File: config.mk
export PLATFORM = sky130hd
export DESIGN_NAME = autorange_gain_divider_select_core_flat
export DESIGN_NICKNAME = d
export VERILOG_FILES = /design/src/design/agds_pkg.sv /design/src/design/agds_req_if.sv /design/src/design/agds_rsp_if.sv /design/src/design/agds_csr_if.sv /design/src/design/agds_accum.sv /design/src/design/autorange_gain_divider_select_core.sv /design/src/flat_wrapper.sv
export SDC_FILE = /design/constraint.sdc
export NUM_CORES = 1
export LEC_CHECK = 0
export ABC_AREA = 1
export BUFFER_PORTS_ARGS = -buffer_cell sky130_fd_sc_hd__buf_4
export CAP_MARGIN = 20
export CORE_ASPECT_RATIO = 1.4
export CORE_MARGIN = 3
export CORE_UTILIZATION = 45
export CTS_CLUSTER_SIZE = 8
export DETAILED_ROUTE_END_ITERATION = 8
export SLEW_MARGIN = 0
export SYNTH_ARGS = -nofsm -noshare
export SYNTH_HDL_FRONTEND = slang
export SYNTH_SLANG_ARGS = --single-unit
File: constraint.sdc
create_clock -name clock -period 5.4 [get_ports clock]
set_input_delay 0.81 -clock clock [delete_from_list [all_inputs] [get_ports clock]]
set_output_delay 0.81 -clock clock [all_outputs]
set_load 0.005 [all_outputs]
File: src/design/agds_pkg.sv
package agds_pkg;

   localparam int SMP_W = 12;
   localparam int GAIN_W = 3;
   localparam int DIV_W = 3;
   localparam int CSR_IDX_W = 2;

   localparam int SAMPLES_DEF = 16;

   localparam logic [GAIN_W-1:0] GAIN_BOTTOM = 3'd0;
   localparam logic [GAIN_W-1:0] GAIN_TOP = 3'd5;
   localparam logic [GAIN_W-1:0] GAIN_RESET = 3'd0;
   localparam logic [DIV_W-1:0] DIV_BOTTOM = 3'd0;
   localparam logic [DIV_W-1:0] DIV_TOP = 3'd4;
   localparam logic [DIV_W-1:0] DIV_RESET = 3'd3;

   localparam logic [SMP_W-1:0] SIGNAL_LOW_RESET = 12'd500;
   localparam logic [SMP_W-1:0] SIGNAL_HIGH_RESET = 12'd3500;

   typedef enum logic [CSR_IDX_W-1:0] {
      CSR_SIGNAL_LOW = 2'd0,
      CSR_SIGNAL_HIGH = 2'd1
   } csr_index_type;

   typedef struct packed {
      logic valid;
      logic [SMP_W-1:0] meas_avg;
      logic [SMP_W-1:0] ref_avg;
   } avg_word_type;

endpackage

File: src/design/agds_req_if.sv
interface agds_req_if import agds_pkg::*; ();
   logic valid;
   logic ready;
   logic [SMP_W-1:0] meas_sample;
   logic [SMP_W-1:0] ref_sample;

   modport source (output valid, output meas_sample, output ref_sample, input ready);
   modport sink (input valid, input meas_sample, input ref_sample, output ready);
endinterface

File: src/design/agds_rsp_if.sv
interface agds_rsp_if import agds_pkg::*; ();
   logic valid;
   logic ready;
   logic [SMP_W-1:0] avg_meas;
   logic [SMP_W-1:0] avg_ref;
   logic [GAIN_W-1:0] gain_level;
   logic [DIV_W-1:0] divider_level;
   logic range_changed;

   modport source (output valid, output avg_meas, output avg_ref, output gain_level,
                   output divider_level, output range_changed, input ready);
   modport sink (input valid, input avg_meas, input avg_ref, input gain_level,
                 input divider_level, input range_changed, output ready);
endinterface

File: src/design/agds_csr_if.sv
interface agds_csr_if import agds_pkg::*; ();
   logic valid;
   logic ready;
   logic [CSR_IDX_W-1:0] index;
   logic [SMP_W-1:0] data;

   modport source (output valid, output index, output data, input ready);
   modport sink (input valid, input index, input data, output ready);
endinterface

File: src/design/agds_accum.sv
module agds_accum import agds_pkg::*; #(
   parameter int SAMPLES = SAMPLES_DEF
) (
   input  logic clock,
   input  logic reset,
   input  logic advance,
   input  logic accept,
   input  logic [SMP_W-1:0] meas_sample,
   input  logic [SMP_W-1:0] ref_sample,
   output avg_word_type avg
);

   localparam int LOG_S = $clog2(SAMPLES);
   localparam int CNT_W = (SAMPLES > 1) ? LOG_S : 1;
   localparam int SUM_W = SMP_W + LOG_S;
   localparam int SHIFT = SUM_W + LOG_S;
   localparam int MUL_W = SUM_W + 1;
   localparam int PROD_W = SUM_W + MUL_W;
   localparam longint unsigned MULT = ((64'd1 << SHIFT) + SAMPLES - 1) / SAMPLES;
   localparam logic [MUL_W-1:0] MULT_K = MUL_W'(MULT);
   localparam logic [CNT_W-1:0] CNT_LAST = CNT_W'(SAMPLES - 1);

   logic [CNT_W-1:0] cnt_ff, cnt_in;
   logic [SUM_W-1:0] meas_sum_ff, meas_sum_in, ref_sum_ff, ref_sum_in;
   logic [SUM_W-1:0] meas_tot_ff, ref_tot_ff;
   logic tot_valid_ff;
   logic [PROD_W-1:0] meas_prod, ref_prod;
   avg_word_type avg_ff, avg_in;
   logic last;

   // The window mean is floor(sum / SAMPLES), taken as a multiply by a rounded-up
   // reciprocal; the extra fraction bits make it exact over the whole sum range.
   assign last = (cnt_ff == CNT_LAST);
   assign meas_sum_in = meas_sum_ff + SUM_W'(meas_sample);
   assign ref_sum_in = ref_sum_ff + SUM_W'(ref_sample);
   assign cnt_in = last ? '0 : cnt_ff + 1'b1;
   assign meas_prod = PROD_W'(meas_tot_ff) * PROD_W'(MULT_K);
   assign ref_prod = PROD_W'(ref_tot_ff) * PROD_W'(MULT_K);

   always_comb begin
      avg_in.valid = tot_valid_ff;
      avg_in.meas_avg = meas_prod[SHIFT +: SMP_W];
      avg_in.ref_avg = ref_prod[SHIFT +: SMP_W];
   end

   always_ff @(posedge clock) begin
      if (reset) begin
         cnt_ff <= '0;
         meas_sum_ff <= '0;
         ref_sum_ff <= '0;
         tot_valid_ff <= 1'b0;
         avg_ff.valid <= 1'b0;
      end else if (advance) begin
         tot_valid_ff <= accept && last;
         avg_ff.valid <= avg_in.valid;
         avg_ff.meas_avg <= avg_in.meas_avg;
         avg_ff.ref_avg <= avg_in.ref_avg;
         if (accept) begin
            cnt_ff <= cnt_in;
            meas_sum_ff <= last ? '0 : meas_sum_in;
            ref_sum_ff <= last ? '0 : ref_sum_in;
         end
      end
   end

   always_ff @(posedge clock) begin
      if (advance) begin
         meas_tot_ff <= meas_sum_in;
         ref_tot_ff <= ref_sum_in;
      end
   end

   assign avg = avg_ff;

   a_cnt_range: assert property (@(posedge clock) disable iff (reset)
      cnt_ff <= CNT_LAST)
      else $error("sample count past the window length");

   a_sum_clear: assert property (@(posedge clock) disable iff (reset)
      advance && accept && last |=> meas_sum_ff == '0 && ref_sum_ff == '0 && tot_valid_ff)
      else $error("window close did not clear the sums");

   a_avg_follows: assert property (@(posedge clock) disable iff (reset)
      advance && tot_valid_ff |=> avg_ff.valid)
      else $error("window total lost before the average stage");

endmodule

File: src/design/autorange_gain_divider_select_core.sv
// Channel  Direction  Words
// req      in         meas_sample, ref_sample
// rsp      out        avg_meas, avg_ref, gain_level, divider_level, range_changed
// csr      in         index, data (0 = signal_low, 1 = signal_high)
//
// A req word is taken every clock while req.ready is high; one rsp word follows each SAMPLES req words.
// The rsp word of a window is valid once it has passed the total register, which
// loads on the edge that takes the last req word of the window, then the
// reciprocal-multiply average register, then the range result register.
// When a finished rsp word is held by rsp.ready low, the whole pipeline holds and
// req.ready drops. Reset clears the sums, count and valid bits, sets gain 0,
// divider 3 and the thresholds to 500 and 3500. csr is always ready.
module autorange_gain_divider_select_core import agds_pkg::*; #(
   parameter int SAMPLES = SAMPLES_DEF
) (
   input  logic clock,
   input  logic reset,
   agds_req_if.sink req,
   agds_rsp_if.source rsp,
   agds_csr_if.sink csr
);

   logic advance;
   logic accept;
   avg_word_type avg;

   logic [SMP_W-1:0] low_ff, high_ff;
   logic [GAIN_W-1:0] gain_ff, gain_in;
   logic [DIV_W-1:0] div_ff, div_in;
   logic rsp_valid_ff;
   logic [SMP_W-1:0] rsp_meas_ff, rsp_ref_ff;
   logic rsp_changed_ff;
   logic load;
   logic below, above, edge_div, top_gain, bottom_gain;

   assign advance = !rsp_valid_ff || rsp.ready;
   assign accept = req.valid && advance;
   assign req.ready = advance;
   assign csr.ready = 1'b1;
   assign load = advance && avg.valid;

   agds_accum #(
      .SAMPLES(SAMPLES)
   ) u_accum (
      .clock(clock),
      .reset(reset),
      .advance(advance),
      .accept(accept),
      .meas_sample(req.meas_sample),
      .ref_sample(req.ref_sample),
      .avg(avg)
   );

   always_ff @(posedge clock) begin
      if (reset) begin
         low_ff <= SIGNAL_LOW_RESET;
         high_ff <= SIGNAL_HIGH_RESET;
      end else if (csr.valid) begin
         case (csr.index)
            CSR_SIGNAL_LOW: begin
               low_ff <= csr.data;
            end
            CSR_SIGNAL_HIGH: begin
               high_ff <= csr.data;
            end
            default: begin
            end
         endcase
      end
   end

   // The below test wins over the above test when the thresholds cross.
   always_comb begin
      below = avg.meas_avg < low_ff;
      above = avg.meas_avg > high_ff;
      edge_div = div_ff inside {DIV_BOTTOM, DIV_TOP};
      top_gain = (gain_ff == GAIN_TOP);
      bottom_gain = (gain_ff == GAIN_BOTTOM);
      gain_in = gain_ff;
      div_in = div_ff;
      if (below || above) begin
         if (edge_div && top_gain) begin
            gain_in = GAIN_BOTTOM;
            div_in = (div_ff == DIV_BOTTOM) ? DIV_BOTTOM + 1'b1 : DIV_TOP - 1'b1;
         end else if (below) begin
            if (edge_div && bottom_gain) begin
               gain_in = GAIN_BOTTOM + 1'b1;
            end else if (gain_ff < GAIN_TOP) begin
               gain_in = gain_ff + 1'b1;
            end else if (div_ff < DIV_TOP) begin
               div_in = div_ff + 1'b1;
            end
         end else begin
            if (div_ff == DIV_BOTTOM && bottom_gain) begin
               div_in = div_ff;
            end else if (div_ff == DIV_TOP && bottom_gain) begin
               div_in = DIV_TOP - 1'b1;
            end else if (gain_ff inside {[GAIN_BOTTOM + 3'd1 : GAIN_TOP]}) begin
               gain_in = gain_ff - 1'b1;
            end else if (div_ff inside {[DIV_BOTTOM + 3'd1 : DIV_TOP]}) begin
               div_in = div_ff - 1'b1;
            end
         end
      end
   end

   always_ff @(posedge clock) begin
      if (reset) begin
         gain_ff <= GAIN_RESET;
         div_ff <= DIV_RESET;
         rsp_valid_ff <= 1'b0;
      end else if (advance) begin
         rsp_valid_ff <= avg.valid;
         if (avg.valid) begin
            gain_ff <= gain_in;
            div_ff <= div_in;
         end
      end
   end

   always_ff @(posedge clock) begin
      if (load) begin
         rsp_meas_ff <= avg.meas_avg;
         rsp_ref_ff <= avg.ref_avg;
         rsp_changed_ff <= (gain_in != gain_ff) || (div_in != div_ff);
      end
   end

   assign rsp.valid = rsp_valid_ff;
   assign rsp.avg_meas = rsp_meas_ff;
   assign rsp.avg_ref = rsp_ref_ff;
   assign rsp.gain_level = gain_ff;
   assign rsp.divider_level = div_ff;
   assign rsp.range_changed = rsp_changed_ff;

   a_gain_range: assert property (@(posedge clock) disable iff (reset)
      gain_ff <= GAIN_TOP && div_ff <= DIV_TOP)
      else $error("range index out of its legal codes");

   a_changed_flag: assert property (@(posedge clock) disable iff (reset)
      load |=> rsp_changed_ff == ((gain_ff != $past(gain_ff)) || (div_ff != $past(div_ff))))
      else $error("range_changed disagrees with the index update");

   a_range_hold: assert property (@(posedge clock) disable iff (reset)
      !load |=> gain_ff == $past(gain_ff) && div_ff == $past(div_ff))
      else $error("range moved without a finished window");

   a_stall_hold: assert property (@(posedge clock) disable iff (reset)
      rsp_valid_ff && !rsp.ready |-> !req.ready)
      else $error("input taken while the result word is stalled");

endmodule

File: src/flat_wrapper.sv
// flat-port wrapper written by rule: the top's interface ports become plain ports
module autorange_gain_divider_select_core_flat import agds_pkg::*;
#(
   parameter int SAMPLES = SAMPLES_DEF
)
  (clock, reset, req_valid, req_meas_sample, req_ref_sample, req_ready, rsp_valid, rsp_avg_meas, rsp_avg_ref, rsp_gain_level, rsp_divider_level, rsp_range_changed, rsp_ready, csr_valid, csr_index, csr_data, csr_ready);
  agds_req_if req_i ();
  agds_rsp_if rsp_i ();
  agds_csr_if csr_i ();
  input  logic clock;
  input  logic reset;
  input wire logic [$bits(req_i.valid)-1:0] req_valid;
  input wire logic [$bits(req_i.meas_sample)-1:0] req_meas_sample;
  input wire logic [$bits(req_i.ref_sample)-1:0] req_ref_sample;
  output wire logic [$bits(req_i.ready)-1:0] req_ready;
  output wire logic [$bits(rsp_i.valid)-1:0] rsp_valid;
  output wire logic [$bits(rsp_i.avg_meas)-1:0] rsp_avg_meas;
  output wire logic [$bits(rsp_i.avg_ref)-1:0] rsp_avg_ref;
  output wire logic [$bits(rsp_i.gain_level)-1:0] rsp_gain_level;
  output wire logic [$bits(rsp_i.divider_level)-1:0] rsp_divider_level;
  output wire logic [$bits(rsp_i.range_changed)-1:0] rsp_range_changed;
  input wire logic [$bits(rsp_i.ready)-1:0] rsp_ready;
  input wire logic [$bits(csr_i.valid)-1:0] csr_valid;
  input wire logic [$bits(csr_i.index)-1:0] csr_index;
  input wire logic [$bits(csr_i.data)-1:0] csr_data;
  output wire logic [$bits(csr_i.ready)-1:0] csr_ready;
  assign req_i.valid = req_valid;
  assign req_i.meas_sample = req_meas_sample;
  assign req_i.ref_sample = req_ref_sample;
  assign req_ready = req_i.ready;
  assign rsp_valid = rsp_i.valid;
  assign rsp_avg_meas = rsp_i.avg_meas;
  assign rsp_avg_ref = rsp_i.avg_ref;
  assign rsp_gain_level = rsp_i.gain_level;
  assign rsp_divider_level = rsp_i.divider_level;
  assign rsp_range_changed = rsp_i.range_changed;
  assign rsp_i.ready = rsp_ready;
  assign csr_i.valid = csr_valid;
  assign csr_i.index = csr_index;
  assign csr_i.data = csr_data;
  assign csr_ready = csr_i.ready;
  autorange_gain_divider_select_core #(.SAMPLES(SAMPLES)) u_core (.clock(clock), .reset(reset), .req(req_i), .rsp(rsp_i), .csr(csr_i));
endmodule
* After elaboration in Yosys (flattened, before gate mapping)
Cells that the tools add are included.
Word-level totals: output and inout bits 34, bits of input ports 43, logic and storage cells 83, register bits after elaboration 150
Cells by class: order comparisons 8, mux-type cells 22, reductions and logical operators 22, bitwise gates (word level) 1, equal/unequal tests 6, add/sub/neg operators 7
Operators with widths (number):
- 2-to-1 mux 3 bit | 18
- adder 16 x 12 -> 16 bit | 2
- 2-to-1 mux 16 bit | 2
- greater-than comparator 12 bit | 1
- less-than comparator 12 bit | 1
- AND reduction 2 bit | 5
- logical AND 1 bit | 9
- adder 3 x 1 -> 3 bit, second input constant | 2
- equality test 3 bit, second input constant | 2
- greater-or-equal comparator 3 x 1 -> 1 bit, second input constant | 2
- less-or-equal comparator 3 bit, second input constant | 2
- zero test 3 bit | 2
- less-than comparator 3 bit, second input constant | 2
- inequality test 3 bit | 2
- subtractor 3 x 1 -> 3 bit, second input constant | 2
- adder 4 x 1 -> 4 bit, second input constant | 1
- equality test 4 bit, second input constant | 1
- 2-to-1 mux 4 bit | 1
- logical OR 1 bit | 3
- equality test 2 x 1 -> 1 bit, second input constant | 1
- zero test 2 bit | 1
- 2-to-1 mux 2 bit | 1
- nonzero test 2 bit | 1
- zero test 1 bit | 1
- inverter 1 bit | 1

* Longest topological paths before layout
depth after elaboration 11, depth in mapped cells 18, mapped depth without buffers 17

* By module
Synthesis repeated with hierarchy kept, for this count alone.
Unflattened totals: cells, all modules 948, area total of the unflattened synthesis 7858.8 µm²
Modules (own cells, without submodules):
- agds_accum | cells an instance 546, instances 1, area an instance 4571.9 µm², sequential area each 2202.1 µm²
- autorange_gain_divider_select_core | cells an instance 402, instances 1, area an instance 3286.9 µm², sequential area each 1371.3 µm²

* Least setup slack after synthesis
OpenSTA, ideal clock, no wires.
kind input to register, start input port rsp_ready, end register u_core.div_ff[2] (netlist: u_core.rsp.divider_level[2]), stages on the path 6, path slack 2.717 ns, setup time 0.115 ns, arrival time 2.568 ns, required time 5.285 ns, buffers on the path 1, path through nor2_2 nor2_1 inv_1 clkbuf_1 o21ai_0 inv_1
Between the ends: cells in the longest elaborated chain, start to end 2
RTL lines:
- start, declared | line flat_wrapper.sv:22 | input wire logic [$bits(rsp_i.ready)-1:0] rsp_ready;
- logical OR 1 bit | line autorange_gain_divider_select_core.sv:36 | assign advance = !rsp_valid_ff || rsp.ready;
- AND reduction 2 bit (no source line)
- end signal, assigned | line autorange_gain_divider_select_core.sv:116 | div_ff <= div_in;
- end, declared | line autorange_gain_divider_select_core.sv:29 | logic [DIV_W-1:0] div_ff, div_in;
No other way between the ends. A chain may end at the register's enable or synchronous reset.

* Final worst setup path
start register u_core.u_accum.avg_ff (netlist bit u_core.u_accum.avg[23]), end register u_core.rsp_changed_ff (netlist: u_core.rsp.range_changed), data pin
Between the ends: cells in the longest elaborated chain, start to end 6, elaborated cells between the ends (all ways) 12, those cells by class 2 x order compare; 2 x eq/ne; 6 x mux; 2 x reduce/logical
RTL lines:
- start, declared | line agds_accum.sv:28 | avg_word_type avg_ff, avg_in;
- less-than comparator 12 bit | line autorange_gain_divider_select_core.sv:74 | below = avg.meas_avg < low_ff;
- 2-to-1 mux 3 bit | line autorange_gain_divider_select_core.sv:85 | end else if (below) begin
- 2-to-1 mux 3 bit | line autorange_gain_divider_select_core.sv:82 | if (edge_div && top_gain) begin
- 2-to-1 mux 3 bit | line autorange_gain_divider_select_core.sv:81 | if (below || above) begin
- inequality test 3 bit | line autorange_gain_divider_select_core.sv:125 | rsp_changed_ff <= (gain_in != gain_ff) || (div_in != div_ff);
- logical OR 1 bit * | line autorange_gain_divider_select_core.sv:125
- end signal, assigned | line autorange_gain_divider_select_core.sv:125
- end, declared | line autorange_gain_divider_select_core.sv:32 | logic rsp_changed_ff;
Mark *: on every way between the ends. The rest lies on a longest branch, timed or not.

==> flow_metrics.tcl <==
set metrics [dict create \
    clk_pin_slew_worst_paths_ns 0.06 \
    required_ns 5.57 \
    globalRoute.totalOverflow 0 \
    vias 5702 \
    post_drt_wl_per_cell_um 14.2 \
    layout-drive-gt1-share_pct 16.1 \
    grt_pass1_wl_um 26400 \
    postSynthCellCount 825 \
    layout_commonest_cell "nand2_1" \
    ys_warn_count 0 \
    grt_pass1_vias 5641 \
    clockBufferDepth 2 \
    stdcell_area_mm2 0.00859 \
    synth_seq_cells 142 \
    cts_resized 0 \
    finalCritPeriodShare_pct 47.3 \
    synth_area_mm2 0.00732 \
    startpoint "u_core.u_accum.avg[23]" \
    layout_common_cells "184 x nand2_1, 96 x inv_1, 81 x a21oi_1" \
    initial_utilization_pct 46.5 \
    gp_congestion 0.868 \
    synth_edf_count 73 \
    max-cap-violations 0 \
    holdBufCountCts 0 \
    slew_headroom_pct 30.3 \
    fin_crit_ns 2.55 \
    synthDistinctLibCells 49 \
    hold_viol 0 \
    status "completed" \
    cts_tree "done" \
    die_area_mm2 0.0179 \
    post_cts_buffers 0 \
    area_growth_pct 17.3 \
    cts_max_level 4 \
    synth_top_flop_cell "edfxtp_1" \
    cts_root_buf "clkbuf_16" \
    die_y_um 157 \
    final_util_pct 54.6 \
    start_kind "flip-flop" \
    p_per_area_mw_per_mm2 329 \
    drc 0 \
    setup_viol 0 \
    ios 77 \
    place_area_mm2 0.00805 \
    grt_usage_pct 18.4 \
    synth.avg_cell_area_um2 8.88 \
    cts_inserted_buffers 17 \
    drt_iter0_drc 281 \
    p_leak_uw 0.00398 \
    n_antenna_cell 0 \
    tightestPinTransition_ns 1.04 \
    crit_type "flip-flop to flip-flop" \
    peakVddDrop_v 0.000226 \
    drt_wl_total_um 15800 \
    cts.sinks 142 \
    firstDrtPassIters 4 \
    cp.arrival_ns 2.72 \
    core_mm2 0.0157 \
    synth-seq-area-share_pct 48.8 \
    tns_ns 0 \
    min-delay-start "u_core.u_accum.avg[10]" \
    end_kind "flip-flop" \
    clk_latency_ns 0.43 \
    cp_max_fo 13 \
    syn_nets 926 \
    rows 54 \
    async_flop_share_pct 0 \
    die_w_um 114 \
    antenna_left 0 \
    grt_max_degree 45 \
    fmax_mhz 392 \
    rsz0062_at_grt "false" \
    skew_ns 0.0122 \
    hold_path.class "flip-flop to flip-flop" \
    dpl.hpwl_um 11700 \
    antenna_found_initial 0 \
    drv_slew 0 \
    r2r-start "u_core.u_accum.avg[23]" \
    via_per_inst 5.13 \
    io_buffers 75 \
    nets 1003 \
]
## cell type report
| cell class | instances | area (um^2) |
|---|---|---|
| Clock buffer | 19 | 433 |
| Clock inverter | 13 | 106 |
| Fill cell | 1473 | 7150 |
| Inverter | 104 | 390 |
| Multi-Input combinational cell | 557 | 3240 |
| Sequential cell | 142 | 3570 |
| Tap cell | 196 | 245 |
| Timing Repair Buffer | 80 | 601 |
## sequential cells by signal (all words and copies together) (netlist names)
register and flops:
u_core.u_accum.avg 25, u_core.u_accum.meas_sum_ff 16, u_core.u_accum.ref_sum_ff 16, u_core.high_ff 12, u_core.low_ff 12, u_core.rsp.avg_meas 12
u_core.rsp.avg_ref 12, u_core.u_accum.meas_tot_ff 12, u_core.u_accum.ref_tot_ff 12, u_core.u_accum.cnt_ff 4, u_core.rsp.divider_level 3, u_core.rsp.gain_level 3
u_core.rsp.range_changed 1, u_core.rsp.valid 1, u_core.u_accum.tot_valid_ff 1
## cells by family after synthesis
| logic type | after synthesis | synth area share, % |
|---|---|---|
| other | 1 | 0.0512 |
| AO/OA/AOI/OAI | 154 | 12.0 |
| flip-flops | 142 | 48.8 |
| XOR/XNOR | 22 | 2.63 |
| multiplexers | 1 | 0.154 |
| buffers and inverters | 126 | 7.00 |
| AND/OR/NAND/NOR | 321 | 19.3 |
| adder cells (fa/ha/maj) | 58 | 10.1 |
## per-stage QoR
stage	total power [uW]	worst slack, ns	cells	hold slack (ns)
after floorplan	1660	2.72	825	0.400
after global placement	1770	2.54	1079	0.403
after detailed placement	1790	2.47	1079	0.405
after CTS	2860	2.84	1111	0.414
after global routing	2980	2.62	1111	0.417
final	2830	2.85	1111	0.416
## cells in the mapped netlist (8+ instances only)
master / number / area (um^2)
nand2_2: 9 / 56.3
xor2_1: 16 / 140
a21oi_1: 81 / 405
inv_1: 96 / 360
nand3_1: 50 / 250
dfxtp_1: 69 / 1380
o211ai_1: 15 / 113
inv_2: 8 / 30.0
ha_1: 56 / 701
nand4_1: 10 / 62.6
nor2_1: 44 / 165
o21ai_0: 35 / 175
edfxtp_1: 73 / 2190
clkbuf_1: 12 / 45.0
nand2_1: 184 / 691
## layer usage
| layer | GRT usage (%) | share of wire (%) | wire [um] | vias up |
|---|---|---|---|---|
| li1 | - | - | - | 2919 |
| met1 | 21.6 | 43 | 6740 | 2647 |
| met2 | 32.6 | 51 | 8070 | 108 |
| met3 | 4.58 | 4.2 | 668 | 28 |
| met4 | 6.73 | 1.8 | 280 | 0 |
| met5 | 0 | 0 | 0 | - |
## critical path, stage by stage (launching register included)
cell	delay [ns]
edfxtp_1	0.43
ha_1	0.34
nand2_2	0.08
nor2_4	0.18
nand2_2	0.07
nor2_2	0.10
nand2_2	0.15
nand2_4	0.19
nand2_2	0.19
inv_1	0.19
a21oi_1	0.06
nand2_1	0.10
nor2_1	0.05
nor2_1	0.11
nand2_1	0.07
## power breakdown
part	internal (uW)	switching (uW)	leakage, uW
Sequential	1280	48.7	0.00130
Combinational	169	273	0.00242
Clock	596	466	0.000262
## worst paths after layout
check	endpoint	slack, ns	depth (start not counted)
setup reg to reg	u_core.rsp.range_changed	2.85	14
hold reg to reg	u_core.rsp.avg_ref[10]	0.42	0
hold / removal	u_core.rsp.avg_ref[10]	0.42	0
setup / recovery	u_core.rsp.range_changed	2.85	14
Note: power is estimated with default switching activity, not from simulation.
